$ cat config.mk
export PLATFORM = sky130hd
export DESIGN_NAME = sofm_obuf
export DESIGN_NICKNAME = d
export VERILOG_FILES = /design/src/hw/rtl/sofm_pkg.sv /design/src/hw/rtl/sofm_obuf.sv
export SDC_FILE = /design/constraint.sdc
export NUM_CORES = 1
export LEC_CHECK = 0
export ABC_AREA = 0
export BUFFER_PORTS_ARGS = -buffer_cell sky130_fd_sc_hd__buf_2
export CELL_PAD_IN_SITES_DETAIL_PLACEMENT = 0
export CELL_PAD_IN_SITES_GLOBAL_PLACEMENT = 2
export CORE_MARGIN = 1
export CORE_UTILIZATION = 35
export CTS_BUF_LIST = sky130_fd_sc_hd__clkbuf_4 sky130_fd_sc_hd__clkbuf_8
export CTS_CLUSTER_DIAMETER = 200
export DETAILED_ROUTE_END_ITERATION = 6
export GPL_TIMING_DRIVEN = 1
export PLACE_DENSITY_LB_ADDON = 0.25
export REMOVE_ABC_BUFFERS = 1
export SETUP_SLACK_MARGIN = 0.02
export SLEW_MARGIN = 15
export SYNTH_ARGS = -nofsm -noshare
export SYNTH_HDL_FRONTEND = slang
export SYNTH_SLANG_ARGS = --single-unit
export TNS_END_PERCENT = 1
$ cat constraint.sdc
create_clock -name clk -period 1.9 [get_ports clk]
set_input_delay 0.38 -clock clk [delete_from_list [all_inputs] [get_ports clk]]
set_output_delay 0.38 -clock clk [all_outputs]
set_load 0.02 [all_outputs]
$ cat src/hw/rtl/sofm_pkg.sv
// Shared types and constants for the set overlap first-match block.
package sofm_pkg;

	localparam int MAX_SETS_DEF     = 64;
	localparam int MAX_SET_SIZE_DEF = 8;
	localparam int NODE_BITS_DEF    = 16;

	localparam int NODE_ID_W = 16;
	localparam int MIN_W     = 4;
	localparam int IDX_OUT_W = 6;
	localparam int OV_OUT_W  = 4;

	localparam logic [MIN_W-1:0]    MIN_COMMON_RST = 4'd1;
	localparam logic [OV_OUT_W-1:0] OV_SAT         = 4'hF;

	typedef enum logic [1:0] {
		ACT_CLEAR = 2'd0,
		ACT_LOAD  = 2'd1,
		ACT_QUERY = 2'd2,
		ACT_NOP   = 2'd3
	} action_t;

	typedef enum logic {
		ST_RUN,
		ST_SCAN
	} state_t;

	typedef struct packed {
		logic                 status;
		logic                 match_ready;
		logic                 found;
		logic [IDX_OUT_W-1:0] set_index;
		logic [OV_OUT_W-1:0]  overlap;
	} res_t;

	// broadcast controls from the sequencer to every cell
	typedef struct packed {
		logic clr;
		logic load_wr;
		logic load_close;
		logic qry_elem;
		logic qry_end;
		logic shift;
	} cell_ctl_t;

endpackage

$ cat src/hw/rtl/sofm_obuf.sv
// Output register with a skid stage for result items.
module sofm_obuf (
	input  logic            clk,
	input  logic            arst_n,
	input  logic            push,
	input  sofm_pkg::res_t  din,
	input  logic            res_stall,
	output logic            res_valid,
	output sofm_pkg::res_t  dout,
	output logic            skid_full
);

	logic           out_v_q;
	sofm_pkg::res_t out_q;
	logic           skid_v_q;
	sofm_pkg::res_t skid_q;
	logic           free;

	assign free = !out_v_q || !res_stall;

	always_ff @(posedge clk or negedge arst_n) begin
		if (!arst_n) begin
			out_v_q  <= 1'b0;
			skid_v_q <= 1'b0;
		end else if (free) begin
			if (skid_v_q) begin
				out_v_q  <= 1'b1;
				skid_v_q <= push;
			end else begin
				out_v_q  <= push;
			end
		end else if (push) begin
			skid_v_q <= 1'b1;
		end
	end

	always_ff @(posedge clk) begin
		if (free) begin
			if (skid_v_q) begin
				out_q <= skid_q;
				if (push) begin
					skid_q <= din;
				end
			end else if (push) begin
				out_q <= din;
			end
		end else if (push) begin
			skid_q <= din;
		end
	end

	assign res_valid = out_v_q;
	assign dout      = out_q;
	assign skid_full = skid_v_q;

endmodule

### Word level (Yosys, flattened, before mapping)

Cells that the tools add are included.

| cells by class | value |
|---|---|
| equality and inequality tests | 1 |
| mux-type cells | 9 |
| reduce and logical (&&, ||, !) cells | 6 |

Operators by type and width:

| operator | count |
|---|---|
| $mux W13 | 5 |
| $mux W1 | 4 |
| $reduce_bool A2 Y1 | 2 |
| $logic_not A1 Y1 | 2 |
| $ne A2 B2 Y1 const B | 1 |
| $reduce_and A2 Y1 | 1 |
| $logic_or A1 B1 Y1 | 1 |

| storage, ports and cells | value |
|---|---|
| register bits after elaboration | 28 |
| input port bits | 17 |
| output and inout bits | 15 |
| logic and storage cells | 28 |

### Depth between registers and ports, before layout

| depth | value |
|---|---|
| word-level depth | 3 |
| gate-level depth with buffers | 3 |
| mapped depth without buffers | 2 |

### Worst setup path after synthesis

OpenSTA, ideal clock, no wires.

| path | value |
|---|---|
| path kind | reg-to-reg |
| start | register skid_v_q (netlist: skid_full) |
| end | register out_q, in the netlist dout[0] (enable) |
| library setup time | 0.382 ns |
| data arrival time | 1.258 ns |
| data required time | 1.518 ns |
| path slack | 0.260 ns |
| cell stages (with the launch flop) | 4 |
| buffers on the path | 1 |
| clock period less this slack | 1.640 ns |
| cell sequence | dfrtp_1 > buf_6 > nor2_1 > nor2_1 |

| between the ends | value |
|---|---|
| word-level cells in the longest chain between the ends | 2 |

RTL lines:

| what | line | source |
|---|---|---|
| start, declared | sofm_obuf.sv:15 | `logic skid_v_q;` |
| start signal, assigned | sofm_obuf.sv:28 | `skid_v_q <= push;` |
| $reduce_bool A2 Y1 (no line) | n/a |  |
| $reduce_and A2 Y1 (no line) | n/a |  |
| end signal, assigned | sofm_obuf.sv:40 | `out_q <= skid_q;` |
| end signal, assigned | sofm_obuf.sv:45 | `out_q <= din;` |
| end, declared | sofm_obuf.sv:14 | `sofm_pkg::res_t out_q;` |

Every way passes these cells.
A chain may end at the register's enable or synchronous reset.

### Worst setup path in the final report

| path | value |
|---|---|
| start | register skid_v_q (netlist: skid_full) |
| end | output skid_full |

RTL lines:

| what | line | source |
|---|---|---|
| end, declared | sofm_obuf.sv:10 | `output logic skid_full` |

No word-level cell between the ends.

==> results.cfg <==
[yosys]
synth_cells = 49
ys_seq_area_share_pct = 77.1
synth_cell_types = 11
synthTopCellsByArea = edfxtp_1, mux2_4, mux2_2
synth_edf_count = 26
synth_flop_cell = edfxtp_1
ys_warn_count = 0
netlist_area_sq_um = 1080
syn_avg_cell_area_sq_um = 22.0
async_flop_share_pct = 7.14
synthTopCellsByCount = edfxtp_1, mux2_4, mux2_2, dfrtp_1, nor2_1
yosysMostFrequentCell = edfxtp_1
yosys.area.top_type = edfxtp_1
ys_ff_latch = 28
yosysTopAreaCellShare_pct = 72.5

[grt]
grtUsageMet2_pct = 15.3
antenna_found_initial = 0
first_global_vias = 520
grt_first_pass_wirelength_um = 2280
overflow = 0
met1_usage_pct = 12.1
grt_use_total_pct = 9.25
gr-max-usage-layer = met2
use_met3_pct = 2.04
grt_max_degree = 16

[layout]
areaGrowthSynthToFinish_pct = 22.2
multiInputGateArea_sq_um = 215
nFillCells = 257
fin_nets = 105
num_antenna_cells = 0
register_area_sq_um = 831
final_layout_size_suffix_gt1_share_pct = 60.9

[clock_network]
clk_pin_slew_ns = 0.14
cts_made_buffers = 3
cts_buffer_depth = 2
clk_latency_ns = 0.31
cts_sinks = 28
cts_resized = 0
clock-root-buffer = clkbuf_4
post-cts-setup-buffers = 0
tritoncts = yes
cts.htree.levels = 1

[timing]
finalSetupViolations = 0
fin_skew_ns = 0.00383
rsz0062_at_grt = no
period_minus_slack_ns = 1.66
hold_violations = 0
finalCritPeriodShare_pct = 87.1
max_slew.worst_pin.slew_ns = 0.528
drv_slew = 0
finalWorstSetupSlack_ns = 0.245
clock.fmax_mhz = 604
slew_headroom_pct = 64.8
whs_ns = 0.249

[worst_setup_path]
critPathMaxStageDelay_ns = 0.70
cp-end-kind = primary output
path_delay_family = flip-flops
path_class = reg2out
crit_buf_inv = 1
arrival_ns = 1.28
cpMaxStageDelayCell = dfrtp_1
crit_fanout = 13
required_ns = 1.52
crit_path_cell_trace = buf_2
start_kind = flip-flop

[power]
power.switching_mw = 0.285
p_int_mw = 0.963
power_frac_clock_pct = 21.8
power_density_nw_per_um2 = 948
power_leakage_nw = 0.533
ir_worst_vdd_v = 0.000360
p_sw_share_pct = 22.8
combPwrFrac_pct = 16.6
sequentialPowerShare_pct = 61.6

[hold_path]
worstHoldPathType = in2reg

[detailed_routing]
drc_errors = 3
dr.pass1.iters = 5
wl_um = 1440
vias = 537
drt-wirelength-per-cell_um = 12.2
drt-initial-drc-count = 9
drtAntennaViolNets = 0
vias_per_cell = 4.55

[die]
start_util_pct = 38.1
core-area_sq_um = 2830
die_h_um = 57.5
pin_count = 32
num_rows = 19
dieArea_sq_um = 3300
die_w_um = 57.5

[job]
drv_cap = 0

[place]
portBuffers = 31
place_congestion = 0.676
pre_cts_ws_ns = 0.424
place.detailed.hpwl_um = 1090

[outcome]
violations = design-rule violations
status = finished with violations
==> power groups by stage <==
stage / Combinational (mW) / Clock (mW) / Sequential, mW
2_1_floorplan: 0.0778 / 0 / 0.835
3_3_place_gp: 0.208 / 0 / 0.781
3_5_place_dp: 0.208 / 0 / 0.784
4_1_cts: 0.210 / 0.295 / 0.770
5_1_grt: 0.221 / 0.307 / 0.775
6_report: 0.207 / 0.272 / 0.768
==> cell families (layout without fill, tap and decap cells) <==
logic type	Yosys count	after routing	share of synthesized area [%]
mux	13	13	16.4
flops	28	28	77.1
buf+inv	2	40	2.90
fa+ha+maj	1	1	1.05
compound gates	1	1	0.697
simple gates	4	4	1.86
==> layer usage <==
metal | wire (um) | vias up
met5 | 0 | -
met4 | 0 | 0
met3 | 92 | 0
met2 | 734 | 20
met1 | 615 | 253
li1 | - | 264
==> sequential cells by signal, indices dropped and copies added (netlist names) <==
name / count
res_valid: 1
dout: 13
skid_full: 1
skid_q: 13
==> cell type report <==
cell class	instances	area share (%)
Multi-Input combinational cell	19	16.3
Sequential cell	28	63.1
Clock buffer	4	2.76
Timing Repair Buffer	36	14.8
Tap cell	31	2.95
==> per-stage QoR <==
step | util, % | instance area [sq um] | setup TNS (ns) | power, mW | std cells
after detailed placement | 44.9 | 1270 | 0 | 0.992 | 113
after global routing | 46.5 | 1320 | 0 | 1.30 | 118
final | 46.5 | 1320 | 0 | 1.25 | 118
after CTS | 46.5 | 1320 | 0 | 1.27 | 118
after floorplan | - | 1050 | -0.804 | 0.912 | 47
after global placement | 44.9 | 1270 | 0 | 0.989 | 113
==> repair_timing <==
item,4_1_cts,5_1_grt
hold buffers,1,0
hold endpoints to repair,2,0
endpoints found under the setup margin,0,0
==> final timing paths <==
| check | startpoint | cells past startpoint | slack, ns | endpoint |
|---|---|---|---|---|
| worst max-delay path | skid_full$_DFFE_PN0P_ | 1 | 0.24 | skid_full |
| worst min-delay path | din[10] | 1 | 0.25 | skid_q[10]$_DFFE_PP_ |
| worst max register to register | skid_full$_DFFE_PN0P_ | 2 | 0.41 | dout[3]$_DFFE_PP_ |
| worst min register to register | skid_q[0]$_DFFE_PP_ | 1 | 0.56 | dout[0]$_DFFE_PP_ |
| max in group asynchronous | arst_n | 2 | 1.43 | skid_full$_DFFE_PN0P_ |
| min in group asynchronous | arst_n | 2 | 0.37 | res_valid$_DFFE_PN0P_ |
==> placed cells by master (no fill, tap or decap) <==
master	count
and2_0	1
buf_2	31
buf_4	4
clkbuf_4	3
clkbuf_8	1
dfrtp_1	2
dlygate4sd3_1	1
edfxtp_1	26
maj3_2	1
mux2_2	5
mux2_4	8
nand2b_1	1
nor2_1	2
o21a_1	1
Power figures use the tool's default switching activity.
