===== config.mk =====
export PLATFORM = sky130hd
export DESIGN_NAME = sofm_cell
export DESIGN_NICKNAME = d
export VERILOG_FILES = /design/src/hw/rtl/sofm_pkg.sv /design/src/hw/rtl/sofm_cell.sv
export SDC_FILE = /design/constraint.sdc
export NUM_CORES = 1
export LEC_CHECK = 0
export ABC_AREA = 1
export ABC_CLOCK_PERIOD_IN_PS = 4280
export BUFFER_PORTS_ARGS = -buffer_cell sky130_fd_sc_hd__buf_2
export CAP_MARGIN = 5
export CORE_AREA = 2 2 141 143
export CTS_CLUSTER_DIAMETER = 120
export DETAILED_ROUTE_END_ITERATION = 8
export DIE_AREA = 0 0 143 145
export SLEW_MARGIN = 40
export SYNTH_ARGS = -nofsm -noshare
export SYNTH_HDL_FRONTEND = slang
export SYNTH_SLANG_ARGS = --single-unit

===== constraint.sdc =====
create_clock -name clk -period 4.28 [get_ports clk]
set_clock_uncertainty 0.15 [all_clocks]
set_input_delay 0.214 -clock clk [delete_from_list [all_inputs] [get_ports clk]]
set_output_delay 0.214 -clock clk [all_outputs]
set_load 0.02 [all_outputs]

===== src/hw/rtl/sofm_pkg.sv =====
// Shared types and constants for the set overlap first-match block.
package sofm_pkg;

	localparam int MAX_SETS_DEF     = 64;
	localparam int MAX_SET_SIZE_DEF = 8;
	localparam int NODE_BITS_DEF    = 16;

	localparam int NODE_ID_W = 16;
	localparam int MIN_W     = 4;
	localparam int IDX_OUT_W = 6;
	localparam int OV_OUT_W  = 4;

	localparam logic [MIN_W-1:0]    MIN_COMMON_RST = 4'd1;
	localparam logic [OV_OUT_W-1:0] OV_SAT         = 4'hF;

	typedef enum logic [1:0] {
		ACT_CLEAR = 2'd0,
		ACT_LOAD  = 2'd1,
		ACT_QUERY = 2'd2,
		ACT_NOP   = 2'd3
	} action_t;

	typedef enum logic {
		ST_RUN,
		ST_SCAN
	} state_t;

	typedef struct packed {
		logic                 status;
		logic                 match_ready;
		logic                 found;
		logic [IDX_OUT_W-1:0] set_index;
		logic [OV_OUT_W-1:0]  overlap;
	} res_t;

	// broadcast controls from the sequencer to every cell
	typedef struct packed {
		logic clr;
		logic load_wr;
		logic load_close;
		logic qry_elem;
		logic qry_end;
		logic shift;
	} cell_ctl_t;

endpackage


===== src/hw/rtl/sofm_cell.sv =====
// One stored-set cell: elements, size, overlap counter and a stage of the result scan chain.
module sofm_cell #(
	parameter int CELL_IDX = 0,
	parameter int SET_SIZE = sofm_pkg::MAX_SET_SIZE_DEF,
	parameter int KEY_W    = sofm_pkg::NODE_BITS_DEF,
	parameter int SC_W     = 7,
	localparam int SZ_W    = $clog2(SET_SIZE + 1),
	localparam int SLOT_W  = (SET_SIZE > 1) ? $clog2(SET_SIZE) : 1
) (
	input  logic                          clk,
	input  logic                          arst_n,
	input  sofm_pkg::cell_ctl_t           ctl,
	input  logic [SC_W-1:0]               set_count,
	input  logic [SLOT_W-1:0]             load_slot,
	input  logic [KEY_W-1:0]              key,
	input  logic [SZ_W-1:0]               close_size,
	input  logic [sofm_pkg::MIN_W-1:0]    min_common,
	input  logic                          hit_in,
	input  logic [SZ_W-1:0]               ov_in,
	output logic                          hit_out,
	output logic [SZ_W-1:0]               ov_out
);

	localparam int CMP_W  = (SZ_W > sofm_pkg::MIN_W) ? SZ_W : sofm_pkg::MIN_W;

	logic [KEY_W-1:0] elem_q [SET_SIZE];
	logic [SZ_W-1:0]  size_q;
	logic [SZ_W-1:0]  cnt_q;
	logic [SZ_W-1:0]  cnt_nxt;
	logic             hit_q;
	logic [SZ_W-1:0]  ov_q;
	logic             sel;
	logic             active;
	logic             match;
	logic             inc;

	assign sel    = (set_count == SC_W'(CELL_IDX));
	assign active = (SC_W'(CELL_IDX) < set_count);

	always_comb begin
		match = 1'b0;
		for (int j = 0; j < SET_SIZE; j++) begin
			if ((SZ_W'(j) < size_q) && (elem_q[j] == key)) begin
				match = 1'b1;
			end
		end
	end

	assign inc     = ctl.qry_elem && active && match;
	assign cnt_nxt = cnt_q + SZ_W'(inc);

	always_ff @(posedge clk) begin
		if (ctl.load_wr && sel) begin
			elem_q[load_slot] <= key;
		end
		if (ctl.load_close && sel) begin
			size_q <= close_size;
		end
	end

	always_ff @(posedge clk or negedge arst_n) begin
		if (!arst_n) begin
			cnt_q <= '0;
		end else if (ctl.clr || ctl.qry_end || (ctl.load_close && sel)) begin
			cnt_q <= '0;
		end else if (inc) begin
			cnt_q <= cnt_nxt;
		end
	end

	// snapshot at query end, then shift toward cell 0 one stage per cycle while shift is set
	always_ff @(posedge clk or negedge arst_n) begin
		if (!arst_n) begin
			hit_q <= 1'b0;
			ov_q  <= '0;
		end else if (ctl.qry_end) begin
			hit_q <= active && (CMP_W'(cnt_nxt) >= CMP_W'(min_common));
			ov_q  <= cnt_nxt;
		end else if (ctl.shift) begin
			hit_q <= hit_in;
			ov_q  <= ov_in;
		end
	end

	assign hit_out = hit_q;
	assign ov_out  = ov_q;

endmodule


Word-level counts from Yosys, hierarchy flattened
Memories as Yosys holds them, arrays and structs flattened.
Cells that the tools add are included.
- bitwise logic cells: 0
- $mul: 0
- add/subtract/negate cells: 1
- equal/unequal tests: 8
- magnitude comparators: 10
- mux-type cells: 16
- div/mod/pow operators: 0
- shift-type cells: 0
- reduce and logical (&&, ||, !) cells: 18
- operators with widths (cell ; count):
    $eq 16x16->1 ; 8
    $lt 3x4->1 const A ; 4
    $mux 4 ; 4
    $logic_and 1x1->1 ; 13
    $mux 1 ; 12
    $lt 1x4->1 const A ; 2
    $lt 2x4->1 const A ; 2
    $logic_not 7->1 ; 1
    $lt 1x7->1 const A ; 1
    $add 4x1->4 ; 1
    $ge 4x4->1 ; 1
    $reduce_bool 2->1 ; 2
    $logic_or 1x1->1 ; 2
- input bits: 47
- memory bits (writable): 128
- register bits: 13
- word-level logic and storage cells: 58
- bits in read-only memories: 0
- latch bits: 0
- memories kept: 1
- output and inout port bits: 5
- memories (memory ; words ; width ; rd ports ; clocked after Yosys merged registers in ; write ports ; RTL line ; source):
    elem_q ; 8 ; 16 ; 8 ; 0 ; 1 ; sofm_cell.sv:26 ; logic [KEY_W-1:0] elem_q [SET_SIZE];

Depth between registers and ports, before layout
- word-level depth: 15
- gate-level depth with buffers: 22
- depth with buffers taken out: 21

Least setup slack after synthesis
Ideal clock, no wire load.
- kind: reg2reg
- from: mem elem_q[2][4] (netlist bit)
- to: reg hit_q (netlist: hit_out)
- path buffers: 0
- slack: 1.483 ns
- required time: 4.004 ns
- setup time: 0.126 ns
- period minus slack after synthesis: 2.797 ns
- arrival: 2.521 ns
- stages on the path, launching flop included: 19
- path through: edfxtp_1 xor2_1 nor2_1 nand2_1 nor2_1 nand2_1 o21ai_1 nand2_1 inv_1 nor2_1 a21boi_0 ha_1 ha_1 ha_1 a21boi_0 o21a_1 o21a_1 o21ai_0 a21oi_1
- RTL lines (element ; RTL line ; source):
    start: declaration ; sofm_cell.sv:26 ;
    end signal: assignment ; sofm_cell.sv:77 ; hit_q <= active && (CMP_W'(cnt_nxt) >= CMP_W'(min_common));
    end signal: assignment ; sofm_cell.sv:80 ; hit_q <= hit_in;
    end: declaration ; sofm_cell.sv:30 ; logic hit_q;

==> qor.txt <==
Endpoints failing setup: 0
GRT Util Overall: 0.143
Pre-CTS setup slack: 732 ps
Post-Synthesis Cells: 587
Unrepaired setup endpoints after global routing: false
Unique masters post-synth: 33
Largest net degree at the start of global routing: 19
Nets: 716
Crit path capture type: flop
Largest incremental delay on the critical path: 570 ps
Synth-to-Final Area Change: 18.2%
Fin Setup TNS: 0 ps
Clock Sinks: 141
Clk Latency, worst-skew pair: 420 ps
Fin area: 7990 µm²
CP max stage cell: dlygate4sd3_1
First-pass DRT Iterations: 5
Die height: 145 µm
Worst rel slew slack: 0.673
Routability cong.: 0.829
Routed WL per cell: 14.7 µm
PD cells: 393 nW/µm²
Worst slew pin tran: 489 ps
Initial antenna violation count: 0
Iter 0 DRT Violations: 213
First-pass GRT wire length: 22,500 µm
Clk pin slew, worst setup/hold paths: 60 ps
Req. time, crit path: 4430 ps
Final slew viol count: 0
Worst-path fanout max: 3
Via-per-instance ratio: 4.54
Mapped Nets: 640
WHS: 35.4 ps
H-tree lvl count: 4
Placed instance area: 7260 µm²
Initial Util: 0.352
Die width: 143 µm
Layout Utilization: 0.416
Setup slack after layout: 383 ps
Hold Path Class: in -> async
CP Launch Type: flop
Fillers: 1,790
Inserted Clock Buffers: 17
CP bufs+invs: 2
Sequential share of the synthesized area: 0.620
Drc violations: 0
CTS root buf: clkbuf_16
Max Cap Viol: 0
CP most frequent cell: nand2_1
Port buffer count: 51
CP Class: reg -> reg
Io pins: 52
Row cnt: 51
Crit-path leading delay family: compound AO/OA/AOI/OAI gates
Number of global-route vias before repair: 4,425
Mapped Area: 6760 µm²
Synth Register Bits: 141
Post-Route WL: 13,800 µm
Final critical-path share of the clock period: 0.910
Mapped Avg Cell Area: 11.5 µm²
Final global-route overflow total: 0
P_leak: 3.06 nW
CP Cell Sequence: nand2_2, nand2_1, nor2_1, nand2_1, nor2_1, nand2_1, o21ai_1, nand2_1, inv_1, nor2_1, a21boi_0, ha_1, ha_1, ha_1, a21boi_0, o21a_1, o21a_1, o21ai_0, a21oi_1, dlygate4sd3_1
Area of the multi-input gates: 2180 µm²
Die Footprint: 20,700 µm²
Vias: 4,268
Core area: 19,200 µm²
Status: complete, no violations
Max Root-Sink Buffers: 2
N_diodes: 0
Reg area: 4190 µm²
Total of warnings raised by yosys: 0
TritonCTS clock tree: built
Share of cells above drive strength 1: 0.183
Setup bufs post-CTS: 0
Max Fclk: 257 MHz
Worst VDD drop: 0.000270 V
CP Data Arrival Time: 4050 ps
DPL Wire Length: 9260 µm
Final hold vios: 0
Post-DRT Antenna Nets: 0
Final min period: 3900 ps
==> where the power goes <==
| part | switching (W) | leakage, nW | internal [W] |
|---|---|---|---|
| registers | 0.00000203 | 1.31 | 0.00151 |
| logic | 0.000113 | 1.48 | 0.0000725 |
| clock network | 0.000539 | 0.276 | 0.000903 |
| total | 0.000654 | 3.06 | 0.00249 |
==> per-stage QoR <==
stage          std cells  total power, W
2_1_floorplan        587         0.00166
3_3_place_gp         894         0.00171
3_5_place_dp         894         0.00172
4_1_cts              941         0.00318
5_1_grt              941         0.00325
6_report             941         0.00314
==> synthesized netlist by cell type <==
library cell	number	share of area
nor3_1	13	0.0096
a21oi_1	1	0.00074
nand4_1	25	0.023
nand3_2	1	0.0015
a21boi_0	2	0.0022
o21ai_0	8	0.0059
o221ai_1	1	0.0013
nand3_1	18	0.013
inv_4	1	0.00093
nor2_1	57	0.032
xor2_1	30	0.039
inv_1	48	0.027
nor3_4	1	0.0024
or2_2	3	0.0028
or2_1	5	0.0046
buf_6	16	0.027
nand2_2	8	0.0074
nor4_1	3	0.0028
o211ai_1	2	0.0022
inv_2	11	0.0061
nand2_1	106	0.059
xnor2_1	67	0.087
o22ai_1	2	0.0019
nand3b_1	1	0.0011
edfxtp_1	132	0.59
o21ai_1	1	0.00074
and2_1	1	0.00093
ha_1	6	0.011
clkbuf_1	1	0.00055
o21a_1	2	0.0022
dfrtp_1	9	0.033
inv_6	2	0.0026
nor2_2	3	0.0028
==> metal layers <==
layer | track usage | wire, µm | up-vias
li1 | - | - | 2111
met1 | 0.187 | 6370 | 2045
met2 | 0.219 | 6430 | 84
met3 | 0.0353 | 585 | 28
met4 | 0.0713 | 457 | 0
met5 | 0 | 0 | -
==> flip-flops by register name (all words and copies together) (netlist names) <==
name     cells
hit_out      1
size_q       4
ov_out       4
cnt_q        4
elem_q     128
==> final timing paths <==
kind / start / to / slack [ps] / cells after the start
max: elem_q[2][7]$_DFFE_PP_ / hit_out$_DFFE_PN0P_ / 380 / 20
min: arst_n / hit_out$_DFFE_PN0P_ / 40 / 2
max reg2reg: elem_q[2][7]$_DFFE_PP_ / hit_out$_DFFE_PN0P_ / 380 / 20
min reg2reg: cnt_q[3]$_DFFE_PN0P_ / cnt_q[3]$_DFFE_PN0P_ / 380 / 2
max in group asynchronous: arst_n / cnt_q[0]$_DFFE_PN0P_ / 3750 / 2
min in group clk: load_slot[1] / elem_q[0][1]$_DFFE_PP_ / 70 / 2
==> what timing repair did <==
action	4_1_cts	5_1_grt
hold buffers	15	0
resized for setup	0	0
endpoints found under the hold margin	22	0
==> layout make-up <==
type,instances,area share
Sequential cell,141,0.524
Timing Repair Buffer,74,0.0582
Multi-Input combinational cell,367,0.273
Inverter,62,0.0307
Clock inverter,14,0.0189
Clock buffer,18,0.0537
Tap cell,265,0.0415
==> cells in the final DEF, fill, tap and decap left out, types with 17 or more instances in the layout <==
cell type,netlist,layout
edfxtp_1,132,132
nand2_1,106,106
xnor2_1,67,67
nor2_1,57,57
buf_2,0,51
inv_1,48,48
xor2_1,30,30
nand4_1,25,25
nand3_1,18,18
clkbuf_16,0,17
==> cell families (layout without fill, tap and decap cells) <==
family,Yosys count,count (layout),share of synthesized area
simple gates,245,245,0.163
flops,141,141,0.620
xor+xnor,97,97,0.126
buf+inv,79,168,0.0635
compound gates,19,19,0.0172
fa+ha+maj,6,6,0.0111
(Power assumes the default switching activity.)
